## config.mk

```make
export PLATFORM = sky130hd
export DESIGN_NAME = rounded_corner_alpha_mask
export DESIGN_NICKNAME = d
export VERILOG_FILES = /design/src/rtl/core/rcam_pkg.sv /design/src/rtl/core/rounded_corner_alpha_mask.sv /design/src/rtl/core/rcam_geom.sv /design/src/rtl/core/rcam_sqrt_step.sv /design/src/rtl/core/rcam_out.sv
export SDC_FILE = /design/constraint.sdc
export NUM_CORES = 2
export LEC_CHECK = 0
export BUFFER_PORTS_ARGS = -buffer_cell sky130_fd_sc_hd__buf_2
export CORE_ASPECT_RATIO = 1.1
export CORE_MARGIN = 10
export CORE_UTILIZATION = 35
export DETAILED_ROUTE_END_ITERATION = 16
export GPL_ROUTABILITY_DRIVEN = 0
export SLEW_MARGIN = 20
export SYNTH_ARGS = -nofsm -noshare
export SYNTH_HDL_FRONTEND = slang
export SYNTH_SLANG_ARGS = --single-unit
export TNS_END_PERCENT = 100
```

## constraint.sdc

```tcl
create_clock -name clk -period 121.8 [get_ports clk]
set_clock_uncertainty 0.2 [all_clocks]
set_input_delay 24.36 -clock clk [delete_from_list [all_inputs] [get_ports clk]]
set_output_delay 24.36 -clock clk [all_outputs]
set_load 0.02 [all_outputs]
```

## src/rtl/core/rcam_pkg.sv

```systemverilog
// rounded corner alpha mask: shared widths, register indexes and stage types
// no dependencies; imported by every module of the block
package rcam_pkg;

  localparam int COORD_BITS = 12;
  localparam int FRAC_BITS  = 16;
  localparam int ALPHA_W    = 8;

  localparam int DIM_W    = COORD_BITS + 1;
  localparam int SGN_W    = DIM_W + 1;
  localparam int DIFF_W   = COORD_BITS + 1;
  localparam int SQ_W     = 2 * DIFF_W;
  localparam int S_W      = SQ_W + 1;
  localparam int RSQ_W    = 2 * COORD_BITS;
  localparam int R1SQ_W   = 2 * (COORD_BITS + 1);
  localparam int ROOT_W   = COORD_BITS + FRAC_BITS;
  localparam int REM_W    = ROOT_W + 1;
  localparam int STEP_W   = REM_W + 2;
  localparam int N_CORNER = 4;

  localparam int IN_RAW_W   = 2 * COORD_BITS + ALPHA_W;
  localparam int IN_DATA_W  = ((IN_RAW_W + 7) / 8) * 8;
  localparam int OUT_DATA_W = ((ALPHA_W + 7) / 8) * 8;

  localparam int CFG_ADDR_W = 2;
  localparam int CFG_DATA_W = DIM_W;

  localparam logic [CFG_ADDR_W-1:0] REG_IMAGE_WIDTH   = 2'd0;
  localparam logic [CFG_ADDR_W-1:0] REG_IMAGE_HEIGHT  = 2'd1;
  localparam logic [CFG_ADDR_W-1:0] REG_CORNER_RADIUS = 2'd2;

  localparam logic [DIM_W-1:0]      RST_IMAGE_WIDTH   = 13'd640;
  localparam logic [DIM_W-1:0]      RST_IMAGE_HEIGHT  = 13'd480;
  localparam logic [COORD_BITS-1:0] RST_CORNER_RADIUS = 12'd100;

  // corner order: later corners win
  localparam int CORNER_TL = 0;
  localparam int CORNER_TR = 1;
  localparam int CORNER_BL = 2;
  localparam int CORNER_BR = 3;

  typedef struct packed {
    logic [ALPHA_W-1:0]  alpha;
    logic [N_CORNER-1:0] zone;
    logic [DIFF_W-1:0]   ax_l;
    logic [DIFF_W-1:0]   ax_r;
    logic [DIFF_W-1:0]   ay_t;
    logic [DIFF_W-1:0]   ay_b;
  } geo_t;

  typedef struct packed {
    logic [ALPHA_W-1:0]  alpha;
    logic [N_CORNER-1:0] zone;
    logic [SQ_W-1:0]     sq_xl;
    logic [SQ_W-1:0]     sq_xr;
    logic [SQ_W-1:0]     sq_yt;
    logic [SQ_W-1:0]     sq_yb;
  } sqr_t;

  typedef struct packed {
    logic [ALPHA_W-1:0]  alpha;
    logic [N_CORNER-1:0] zone;
    logic [S_W-1:0]      s_tl;
    logic [S_W-1:0]      s_tr;
    logic [S_W-1:0]      s_bl;
    logic [S_W-1:0]      s_br;
  } sum_t;

  typedef struct packed {
    logic [ALPHA_W-1:0] alpha;
    logic               hit;
    logic               clear;
    logic [S_W-1:0]     s_sel;
  } sel_t;

  typedef struct packed {
    logic [ALPHA_W-1:0] alpha;
    logic               hit;
    logic               clear;
    logic [ROOT_W-1:0]  root;
    logic [REM_W-1:0]   rem;
  } sq_t;

endpackage

```

## src/rtl/core/rounded_corner_alpha_mask.sv

```systemverilog
// rounded corner alpha mask top level: config registers, stream ports, pipeline
// uses rcam_pkg, rcam_geom, rcam_sqrt_step, rcam_out
//
// Each pixel enters on the in_ stream with its row, column and alpha and leaves
// on the out_ stream with its new alpha, one result per pixel, in order.
// Pixels inside one of the four corner circles pass unchanged, pixels past the
// circle edge by a whole pixel or more get alpha 0, and pixels on the edge get
// an antialiased alpha from a 16 fraction bit square root.
// The cfg_ port writes image_width (0), image_height (1) and corner_radius (2);
// write only while no pixel is in flight.
// Throughput: one pixel per cycle while out_tready stays high.
// Pipeline: five geometry stages, one square root digit stage per fraction
// bit, and the output register.
// Reset clears all valid bits and loads 640 x 480 with radius 100.
// When the receiver stalls, a skid register takes the one result that is
// already on its way; while it is full, in_tready drops and the whole
// pipeline holds. in_tready comes from a register, not from out_tready.
module rounded_corner_alpha_mask
  import rcam_pkg::*;
(
  input  logic                  clk,
  input  logic                  rst_n,
  input  logic                  in_tvalid,
  output logic                  in_tready,
  input  logic [IN_DATA_W-1:0]  in_tdata,   // pixel_row, pixel_col, alpha_in
  output logic                  out_tvalid,
  input  logic                  out_tready,
  output logic [OUT_DATA_W-1:0] out_tdata,  // alpha_out
  input  logic                  cfg_wr_en,
  input  logic [CFG_ADDR_W-1:0] cfg_addr,
  input  logic [CFG_DATA_W-1:0] cfg_wdata
);

  logic [DIM_W-1:0]      width_r, height_r;
  logic [COORD_BITS-1:0] radius_r;
  logic [RSQ_W-1:0]      rsq_r;
  logic [R1SQ_W-1:0]     r1sq_r;
  logic [COORD_BITS:0]   r1;
  logic                  en;
  logic                  sq_v [FRAC_BITS+1];
  sq_t                   sq_d [FRAC_BITS+1];
  logic [ALPHA_W-1:0]    alpha_out;

  always_ff @(posedge clk) begin
    if (!rst_n) begin
      width_r  <= RST_IMAGE_WIDTH;
      height_r <= RST_IMAGE_HEIGHT;
      radius_r <= RST_CORNER_RADIUS;
    end else if (cfg_wr_en) begin
      case (cfg_addr)
        REG_IMAGE_WIDTH:   width_r  <= cfg_wdata[DIM_W-1:0];
        REG_IMAGE_HEIGHT:  height_r <= cfg_wdata[DIM_W-1:0];
        REG_CORNER_RADIUS: radius_r <= cfg_wdata[COORD_BITS-1:0];
        default: ;
      endcase
    end
  end

  // radius squares, registered, so they follow the radius register in the next cycle
  assign r1 = {1'b0, radius_r} + (COORD_BITS+1)'(1);

  always_ff @(posedge clk) begin
    rsq_r  <= RSQ_W'(radius_r) * RSQ_W'(radius_r);
    r1sq_r <= R1SQ_W'(r1) * R1SQ_W'(r1);
  end

  assign in_tready = en;

  rcam_geom u_geom (
    .clk           (clk),
    .rst_n         (rst_n),
    .en            (en),
    .in_valid      (in_tvalid && in_tready),
    .pixel_row     (in_tdata[COORD_BITS-1:0]),
    .pixel_col     (in_tdata[2*COORD_BITS-1:COORD_BITS]),
    .alpha_in      (in_tdata[IN_RAW_W-1:2*COORD_BITS]),
    .image_width   (width_r),
    .image_height  (height_r),
    .corner_radius (radius_r),
    .rsq           (rsq_r),
    .r1sq          (r1sq_r),
    .out_valid     (sq_v[0]),
    .out_data      (sq_d[0])
  );

  for (genvar g = 0; g < FRAC_BITS; g++) begin : g_sqrt
    rcam_sqrt_step u_step (
      .clk       (clk),
      .rst_n     (rst_n),
      .en        (en),
      .in_valid  (sq_v[g]),
      .in_data   (sq_d[g]),
      .out_valid (sq_v[g+1]),
      .out_data  (sq_d[g+1])
    );
  end

  rcam_out u_out (
    .clk        (clk),
    .rst_n      (rst_n),
    .in_valid   (sq_v[FRAC_BITS]),
    .in_data    (sq_d[FRAC_BITS]),
    .out_tready (out_tready),
    .out_tvalid (out_tvalid),
    .alpha_out  (alpha_out),
    .en         (en)
  );

  assign out_tdata = OUT_DATA_W'(alpha_out);

`ifndef SYNTHESIS
  a_stall_has_result: assert property (@(posedge clk) disable iff (!rst_n)
    !in_tready |-> out_tvalid)
    else $error("pipeline held with no result waiting");

  a_seed_rem_bound: assert property (@(posedge clk) disable iff (!rst_n)
    sq_v[0] && sq_d[0].hit && !sq_d[0].clear |->
      sq_d[0].rem <= REM_W'({radius_r, 1'b0}))
    else $error("square root seed remainder out of range");

  a_root_int_part: assert property (@(posedge clk) disable iff (!rst_n)
    sq_v[FRAC_BITS] && sq_d[FRAC_BITS].hit && !sq_d[FRAC_BITS].clear |->
      sq_d[FRAC_BITS].root[ROOT_W-1:FRAC_BITS] == radius_r)
    else $error("edge root integer part differs from radius");
`endif

endmodule

```

## src/rtl/core/rcam_geom.sv

```systemverilog
// corner geometry pipeline: zone tests, squares, distance sums, corner select
// and square root seed; uses rcam_pkg
module rcam_geom
  import rcam_pkg::*;
(
  input  logic                  clk,
  input  logic                  rst_n,
  input  logic                  en,
  input  logic                  in_valid,
  input  logic [COORD_BITS-1:0] pixel_row,
  input  logic [COORD_BITS-1:0] pixel_col,
  input  logic [ALPHA_W-1:0]    alpha_in,
  input  logic [DIM_W-1:0]      image_width,
  input  logic [DIM_W-1:0]      image_height,
  input  logic [COORD_BITS-1:0] corner_radius,
  input  logic [RSQ_W-1:0]      rsq,
  input  logic [R1SQ_W-1:0]     r1sq,
  output logic                  out_valid,
  output sq_t                   out_data
);

  logic v_a_r, v_b_r, v_c_r, v_d_r, v_e_r;
  geo_t a_r, a_nxt;
  sqr_t b_r, b_nxt;
  sum_t c_r, c_nxt;
  sel_t d_r, d_nxt;
  sq_t  e_r, e_nxt;

  // stage a: zone flags and absolute offsets from the corner centers
  always_comb begin
    logic signed [SGN_W-1:0] row_s, col_s, rad_s, right_s, bottom_s;
    logic signed [SGN_W-1:0] t_xl, t_xr, t_yt, t_yb;
    logic row_top, row_bot, col_lft, col_rgt;
    row_s    = $signed({{(SGN_W-COORD_BITS){1'b0}}, pixel_row});
    col_s    = $signed({{(SGN_W-COORD_BITS){1'b0}}, pixel_col});
    rad_s    = $signed({{(SGN_W-COORD_BITS){1'b0}}, corner_radius});
    right_s  = $signed({1'b0, image_width}) - rad_s;
    bottom_s = $signed({1'b0, image_height}) - rad_s;
    row_top  = row_s < rad_s;
    row_bot  = row_s > bottom_s;
    col_lft  = col_s < rad_s;
    col_rgt  = col_s > right_s;
    t_xl     = rad_s - col_s;
    t_xr     = col_s - right_s;
    t_yt     = rad_s - row_s;
    t_yb     = row_s - bottom_s;
    a_nxt.alpha           = alpha_in;
    a_nxt.zone[CORNER_TL] = row_top && col_lft;
    a_nxt.zone[CORNER_TR] = row_top && col_rgt;
    a_nxt.zone[CORNER_BL] = row_bot && col_lft;
    a_nxt.zone[CORNER_BR] = row_bot && col_rgt;
    a_nxt.ax_l            = t_xl[DIFF_W-1:0];
    a_nxt.ax_r            = t_xr[DIFF_W-1:0];
    a_nxt.ay_t            = t_yt[DIFF_W-1:0];
    a_nxt.ay_b            = t_yb[DIFF_W-1:0];
  end

  // stage b: squares
  always_comb begin
    b_nxt.alpha = a_r.alpha;
    b_nxt.zone  = a_r.zone;
    b_nxt.sq_xl = SQ_W'(a_r.ax_l) * SQ_W'(a_r.ax_l);
    b_nxt.sq_xr = SQ_W'(a_r.ax_r) * SQ_W'(a_r.ax_r);
    b_nxt.sq_yt = SQ_W'(a_r.ay_t) * SQ_W'(a_r.ay_t);
    b_nxt.sq_yb = SQ_W'(a_r.ay_b) * SQ_W'(a_r.ay_b);
  end

  // stage c: squared distances per corner
  always_comb begin
    c_nxt.alpha = b_r.alpha;
    c_nxt.zone  = b_r.zone;
    c_nxt.s_tl  = {1'b0, b_r.sq_yt} + {1'b0, b_r.sq_xl};
    c_nxt.s_tr  = {1'b0, b_r.sq_yt} + {1'b0, b_r.sq_xr};
    c_nxt.s_bl  = {1'b0, b_r.sq_yb} + {1'b0, b_r.sq_xl};
    c_nxt.s_br  = {1'b0, b_r.sq_yb} + {1'b0, b_r.sq_xr};
  end

  // stage d: last corner beyond the radius wins
  always_comb begin
    logic [S_W-1:0]      rsq_x, r1sq_x;
    logic [S_W-1:0]      s_k [N_CORNER];
    logic [N_CORNER-1:0] hit;
    logic [S_W-1:0]      sel;
    rsq_x  = {{(S_W-RSQ_W){1'b0}}, rsq};
    r1sq_x = {{(S_W-R1SQ_W){1'b0}}, r1sq};
    s_k[CORNER_TL] = c_r.s_tl;
    s_k[CORNER_TR] = c_r.s_tr;
    s_k[CORNER_BL] = c_r.s_bl;
    s_k[CORNER_BR] = c_r.s_br;
    sel = '0;
    for (int k = 0; k < N_CORNER; k++) begin
      hit[k] = c_r.zone[k] && (s_k[k] > rsq_x);
      if (hit[k]) begin
        sel = s_k[k];
      end
    end
    d_nxt.alpha = c_r.alpha;
    d_nxt.hit   = |hit;
    d_nxt.clear = sel >= r1sq_x;
    d_nxt.s_sel = sel;
  end

  // stage e: integer part of the root is the radius, remainder is s - r*r
  always_comb begin
    logic [S_W-1:0] diff;
    diff        = d_r.s_sel - {{(S_W-RSQ_W){1'b0}}, rsq};
    e_nxt.alpha = d_r.alpha;
    e_nxt.hit   = d_r.hit;
    e_nxt.clear = d_r.clear;
    e_nxt.root  = {{(ROOT_W-COORD_BITS){1'b0}}, corner_radius};
    e_nxt.rem   = diff[REM_W-1:0];
  end

  always_ff @(posedge clk) begin
    if (!rst_n) begin
      v_a_r <= 1'b0;
      v_b_r <= 1'b0;
      v_c_r <= 1'b0;
      v_d_r <= 1'b0;
      v_e_r <= 1'b0;
    end else if (en) begin
      v_a_r <= in_valid;
      v_b_r <= v_a_r;
      v_c_r <= v_b_r;
      v_d_r <= v_c_r;
      v_e_r <= v_d_r;
    end
  end

  always_ff @(posedge clk) begin
    if (en) begin
      a_r <= a_nxt;
      b_r <= b_nxt;
      c_r <= c_nxt;
      d_r <= d_nxt;
      e_r <= e_nxt;
    end
  end

  assign out_valid = v_e_r;
  assign out_data  = e_r;

endmodule

```

## src/rtl/core/rcam_sqrt_step.sv

```systemverilog
// one registered digit step of the fractional square root
// uses rcam_pkg
module rcam_sqrt_step
  import rcam_pkg::*;
(
  input  logic clk,
  input  logic rst_n,
  input  logic en,
  input  logic in_valid,
  input  sq_t  in_data,
  output logic out_valid,
  output sq_t  out_data
);

  logic valid_r;
  sq_t  data_r, data_nxt;

  always_comb begin
    logic [STEP_W-1:0] rem_sh, trial, diff;
    rem_sh   = {in_data.rem, 2'b00};
    trial    = {1'b0, in_data.root, 2'b01};
    diff     = rem_sh - trial;
    data_nxt = in_data;
    if (rem_sh >= trial) begin
      data_nxt.rem  = diff[REM_W-1:0];
      data_nxt.root = {in_data.root[ROOT_W-2:0], 1'b1};
    end else begin
      data_nxt.rem  = rem_sh[REM_W-1:0];
      data_nxt.root = {in_data.root[ROOT_W-2:0], 1'b0};
    end
  end

  always_ff @(posedge clk) begin
    if (!rst_n) begin
      valid_r <= 1'b0;
    end else if (en) begin
      valid_r <= in_valid;
    end
  end

  always_ff @(posedge clk) begin
    if (en) begin
      data_r <= data_nxt;
    end
  end

  assign out_valid = valid_r;
  assign out_data  = data_r;

endmodule

```

## src/rtl/core/rcam_out.sv

```systemverilog
// final alpha select, output register and skid register
// uses rcam_pkg
module rcam_out
  import rcam_pkg::*;
(
  input  logic               clk,
  input  logic               rst_n,
  input  logic               in_valid,
  input  sq_t                in_data,
  input  logic               out_tready,
  output logic               out_tvalid,
  output logic [ALPHA_W-1:0] alpha_out,
  output logic               en
);

  logic               out_valid_r, skid_valid_r;
  logic [ALPHA_W-1:0] out_alpha_r, skid_alpha_r;
  logic [ALPHA_W-1:0] alpha_c;
  logic               push;

  // antialiased alpha: 255 * (1 - e) truncated, e = fraction of the root
  always_comb begin
    logic [FRAC_BITS:0]           x;
    logic [FRAC_BITS+ALPHA_W:0]   prod;
    x    = (FRAC_BITS+1)'(1 << FRAC_BITS) - {1'b0, in_data.root[FRAC_BITS-1:0]};
    prod = {x, {ALPHA_W{1'b0}}} - {{ALPHA_W{1'b0}}, x};
    if (!in_data.hit) begin
      alpha_c = in_data.alpha;
    end else if (in_data.clear) begin
      alpha_c = '0;
    end else begin
      alpha_c = prod[FRAC_BITS+ALPHA_W-1:FRAC_BITS];
    end
  end

  assign en   = !skid_valid_r;
  assign push = en && in_valid;

  always_ff @(posedge clk) begin
    if (!rst_n) begin
      out_valid_r  <= 1'b0;
      skid_valid_r <= 1'b0;
    end else if (skid_valid_r) begin
      if (out_tready) begin
        skid_valid_r <= 1'b0;
      end
    end else if (push) begin
      if (out_valid_r && !out_tready) begin
        skid_valid_r <= 1'b1;
      end
      out_valid_r <= 1'b1;
    end else if (out_tready) begin
      out_valid_r <= 1'b0;
    end
  end

  always_ff @(posedge clk) begin
    if (skid_valid_r) begin
      if (out_tready) begin
        out_alpha_r <= skid_alpha_r;
      end
    end else if (push) begin
      if (out_valid_r && !out_tready) begin
        skid_alpha_r <= alpha_c;
      end else begin
        out_alpha_r <= alpha_c;
      end
    end
  end

  assign out_tvalid = out_valid_r;
  assign alpha_out  = out_alpha_r;

endmodule
```

Word level (Yosys, flattened, before mapping). Index checks and enable logic that the tools add are counted.

$mul: 6. Reductions and logical operators: 23. Divide/modulo/power cells: 0. $add $sub $neg: 29. Multiplexer cells: 31. Order comparisons: 24. Equal/unequal tests: 4. Shift operators: 0. Bitwise operators: 1.

Operators with widths (number): $mux W30 (15); $mul A13 B13 Y26 (5); $add A26 B26 Y27 (4); $gt A27 B24 Y1 (4); $mux W27 (4); $mux W8 (6); $ge A31 B15 Y1 (1); $ge A31 B16 Y1 (1); $ge A31 B17 Y1 (1); $ge A31 B18 Y1 (1); $ge A31 B19 Y1 (1); $ge A31 B20 Y1 (1); $ge A31 B21 Y1 (1); $ge A31 B22 Y1 (1); $ge A31 B23 Y1 (1); $ge A31 B24 Y1 (1); $ge A31 B25 Y1 (1); $ge A31 B26 Y1 (1); $ge A31 B27 Y1 (1); $ge A31 B28 Y1 (1); $ge A31 B29 Y1 (1); $sub A29 B15 Y29 (1); $sub A29 B16 Y29 (1); $sub A29 B17 Y29 (1); 36 further kinds (62).

Output and inout bits: 10. Word-level logic and storage cells: 269. Bits in latches: 0. Memory bits (writable): 0. Flip-flop bits (word level): 1421. Memories kept: 0. ROM bits: 0.

Longest topological paths before layout.
Word-level depth: 7. Depth in mapped cells: 29. Mapped depth without buffers: 28.

Modules after synthesis. Synthesis repeated with hierarchy kept, for this count alone.

Cells, all modules: 11564. Area total of the unflattened synthesis: 119510.9 µm².

Modules (own cells, without submodules): rcam_geom (instances 1, sequential area each 11571.1 µm², area an instance 41902.7 µm², cells each 4190); rcam_sqrt_step at g_sqrt[1].u_step ... (instances 9, sequential area each 2001.9 µm², area an instance 3997.6 µm², cells each 383); rcam_sqrt_step at g_sqrt[0].u_step ... (instances 6, sequential area each 2001.9 µm², area an instance 4113.9 µm², cells each 348); rounded_corner_alpha_mask (instances 1, sequential area each 1721.7 µm², area an instance 11105.7 µm², cells each 1247); rcam_sqrt_step at g_sqrt[15].u_step (instances 1, sequential area each 2001.9 µm², area an instance 3955.0 µm², cells each 376); rcam_out (instances 1, sequential area each 520.5 µm², area an instance 1885.6 µm², cells each 216).

Worst setup path before layout. Ideal clock, no wire load.

Path kind: reg-to-output. Start: reg u_out.skid_valid_r. End: out in_tready. Required time: 97.240 ns. Stages on the path, launching flop included: 4. Path buffers: 2. Arrival: 34.934 ns. Path slack: 62.306 ns. Cell sequence: dfxtp_1 -> clkbuf_1 -> inv_1 -> clkbuf_1.

Longest elaborated chain between the ends: 1.

Ends and longest elaborated chain: start: declaration (RTL line rcam_out.sv:16) `logic out_valid_r, skid_valid_r;`; start signal: assignment (RTL line rcam_out.sv:42) `skid_valid_r <= 1'b0;`; start signal: assignment (RTL line rcam_out.sv:45) `skid_valid_r <= 1'b0;`; start signal: assignment (RTL line rcam_out.sv:49) `skid_valid_r <= 1'b1;`; $logic_not A1 Y1 (RTL line rcam_out.sv:36) `assign en = !skid_valid_r;`; end: declaration (RTL line rounded_corner_alpha_mask.sv:24) `output logic in_tready,`.

Every way passes these cells.

Final worst setup path. Same ends and word-level chain as after synthesis.

==> out/results.txt <==
Synth area leader: edfxtp_1
flops & latches, synth: 1385
critical path cell sequence: inv_8 > buf_2
Post-Syn Area: 96900 um2
EDFF count, synth: 1276
min cycle time layout: 26.73 ns
reg2reg setup slack: 113.49 ns
HPWL after DPL: 173 mm
CP Buf/Inv Count: 2
Max transition margin: 22.0%
antenna violations before repair: 6
CTS resizes: 0
area grow syn2layout: 10.6%
Starting Density: 35.2%
die width: 522 um
Post-CTS Hold Fix Bufs: 0
most frequent cells in the layout: 1276 x edfxtp_1, 1222 x inv_1, 1003 x ha_1
Rows: 202
Syn Inst Count: 8794
initial drt markers: 3434
critical path launch point type: flop
Yosys cell types: 97
Worst Max-Slew Pin Slew: 1.14 ns
final hold viol count: 0
Die Y: 572 um
clock net sink count: 1385
Post-CTS Setup Repair Bufs: 0
CP top delay family: flip-flops
Slowest-stage cell, CP: dfxtp_2
clock buffer count from CTS: 162
Crit path arrival time: 2.17 ns
die area: 298000 um2
Crit Path Class: flop to output pin
WP data required: 97.24 ns
Via-to-Cell Ratio: 5.01
dpl cells: 12426
H-tree Lvls: 4
multi-input logic area: 51200 um2
Overall Global Routing Usage: 14.5%
root buf cell: clkbuf_16
First-pass DRT Iterations: 5
Max Cap Viol: 0
Final Setup Violations: 0
vias in the first global route: 67128
crit path max fanout: 25
Reg clk slew, reported paths: 0.06 ns
status: completed
fin. max-slew vios: 0
Yosys warning count: 0
Layout Cells excl Fill: 12727
commonest non-fill, non-tap cell in the layout: edfxtp_1
Synth top area share: 39.5%
Max Buffers Root-to-Sink: 3
async set-reset flop share out of synthesis: 0%
proportion of layout cells with a drive suffix above 1: 5.41%
Worst path max stage delay: 0.81 ns
Critical Path Sink Type: output pin
final wirelength: 219 mm
fin crit share: 21.9%
Congestion Overflow GR: 0
Register Area: 40500 um2
fillers: 26381
DR vias: 63815
Avg Cell Area, Syn: 11.0 um2
# IOs: 62
Net count, final: 10557
remaining routing DRC violations: 0
core area: 275000 um2
TritonCTS clock tree: built
PortBufs: 61
register area share after synthesis: 41.8%
first-pass GRT wire length: 352 mm
largest net degree at the start of global routing: 182
top_reg_cell synth: edfxtp_1
Area contributors post-synth: edfxtp_1 40%, ha_1 13%, fa_1 12%, inv_1 4.7%, xnor2_1 3.5%
antenna violation net count after detailed routing: 0
clk_lat worst skew: 0.83 ns
unrepaired setup endpoints after global routing: no
Max Clock Freq: 37.4 MHz
HP Class: flop to flop
Setup TNS: 0 ns
Wirelength per Cell: 17.2 um
-- worst paths after layout --
| path | depth (start not counted) | startpoint | to |
|---|---|---|---|
| max reg2reg | 28 | radius_r[2] | r1sq_r[22] |
| min | 0 | g_sqrt[7].u_step.out_data[57] | g_sqrt[8].u_step.out_data[57] |
| min reg2reg | 0 | g_sqrt[7].u_step.out_data[57] | g_sqrt[8].u_step.out_data[57] |
| max | 2 | u_out.skid_valid_r | in_tready |
-- logic make-up after synthesis --
family                   count (synthesis)  share of synthesized area (%)
AND/OR/NAND/NOR                       2116                           10.6
other                                    2                        0.00775
adder cells (fa/ha/maj)               1587                           25.0
flip-flops                            1385                           41.8
XOR/XNOR                               611                           5.53
AO/OA/AOI/OAI                         1608                           10.6
multiplexers                            89                           1.00
buffers and inverters                 1396                           5.42
-- state kept, by name, indices dropped and copies added, names as in the netlist --
register,flops
u_geom.b_r,112
u_geom.out_data,49
u_out.skid_alpha_r,8
u_geom.c_r,120
u_geom.d_r,37
u_out.out_tvalid,1
u_out.skid_valid_r,1
u_geom.out_valid,1
u_geom.v_d_r,1
u_geom.v_a_r,1
g_sqrt.u_step.out_data,878
width_r,13
u_geom.a_r,64
height_r,13
rsq_r,23
u_out.alpha_out,8
u_geom.v_b_r,1
radius_r,12
g_sqrt.u_step.out_valid,16
u_geom.v_c_r,1
r1sq_r,25
-- cell type report --
| cell class | count | area share, % |
|---|---|---|
| Tap cell | 3672 | 4.29 |
| Sequential cell | 1385 | 37.8 |
| Multi-Input combinational cell | 6022 | 47.8 |
| Inverter | 1232 | 4.32 |
| Timing Repair Buffer | 115 | 0.704 |
| Clock buffer | 207 | 4.00 |
| Clock inverter | 93 | 1.11 |
| Antenna cell | 1 | 0.00233 |
-- synthesized netlist by cell type (43+ instances only) --
cell type,instances
nand2b_1,89
o21ai_1,62
a21boi_0,52
o21ai_0,368
and2_1,231
and3_1,50
ha_1,1003
a221oi_1,43
xor2_1,225
edfxtp_1,1276
fa_1,584
mux2_2,46
xnor2_1,385
a211oi_1,55
nor2_1,509
o31ai_1,44
o21bai_1,60
a21o_1,186
nor2b_1,116
nand2_1,620
o21a_1,82
nor3_1,150
or3_1,61
inv_1,1223
clkbuf_1,147
nand3_1,94
a21oi_1,411
dfxtp_1,109
-- metal layers --
metal  global-route usage (%)  vias to the layer above  routed length [um]
li1                         -                    30762                   -
met1                     16.1                    31356               86100
met2                     27.3                     1240              115000
met3                     2.13                      457                8330
met4                     6.16                        0                9850
met5                        0                        -                   0
-- stage by stage --
stage | hold WS [ns] | setup WS [ns] | util [%] | instance area, um2
after detailed placement | 0.205 | 94.30 | 36.9 | 102000
after global placement | 0.200 | 94.47 | 36.9 | 102000
after floorplan | 0.200 | 62.31 | - | 96900
after CTS | 0.161 | 94.93 | 38.9 | 107000
final | 0.172 | 95.07 | 38.9 | 107000
after global routing | 0.178 | 94.92 | 38.9 | 107000
Power is not shown: default switching activity piles up to over one toggle a cycle in this logic, so the estimate is an artifact.
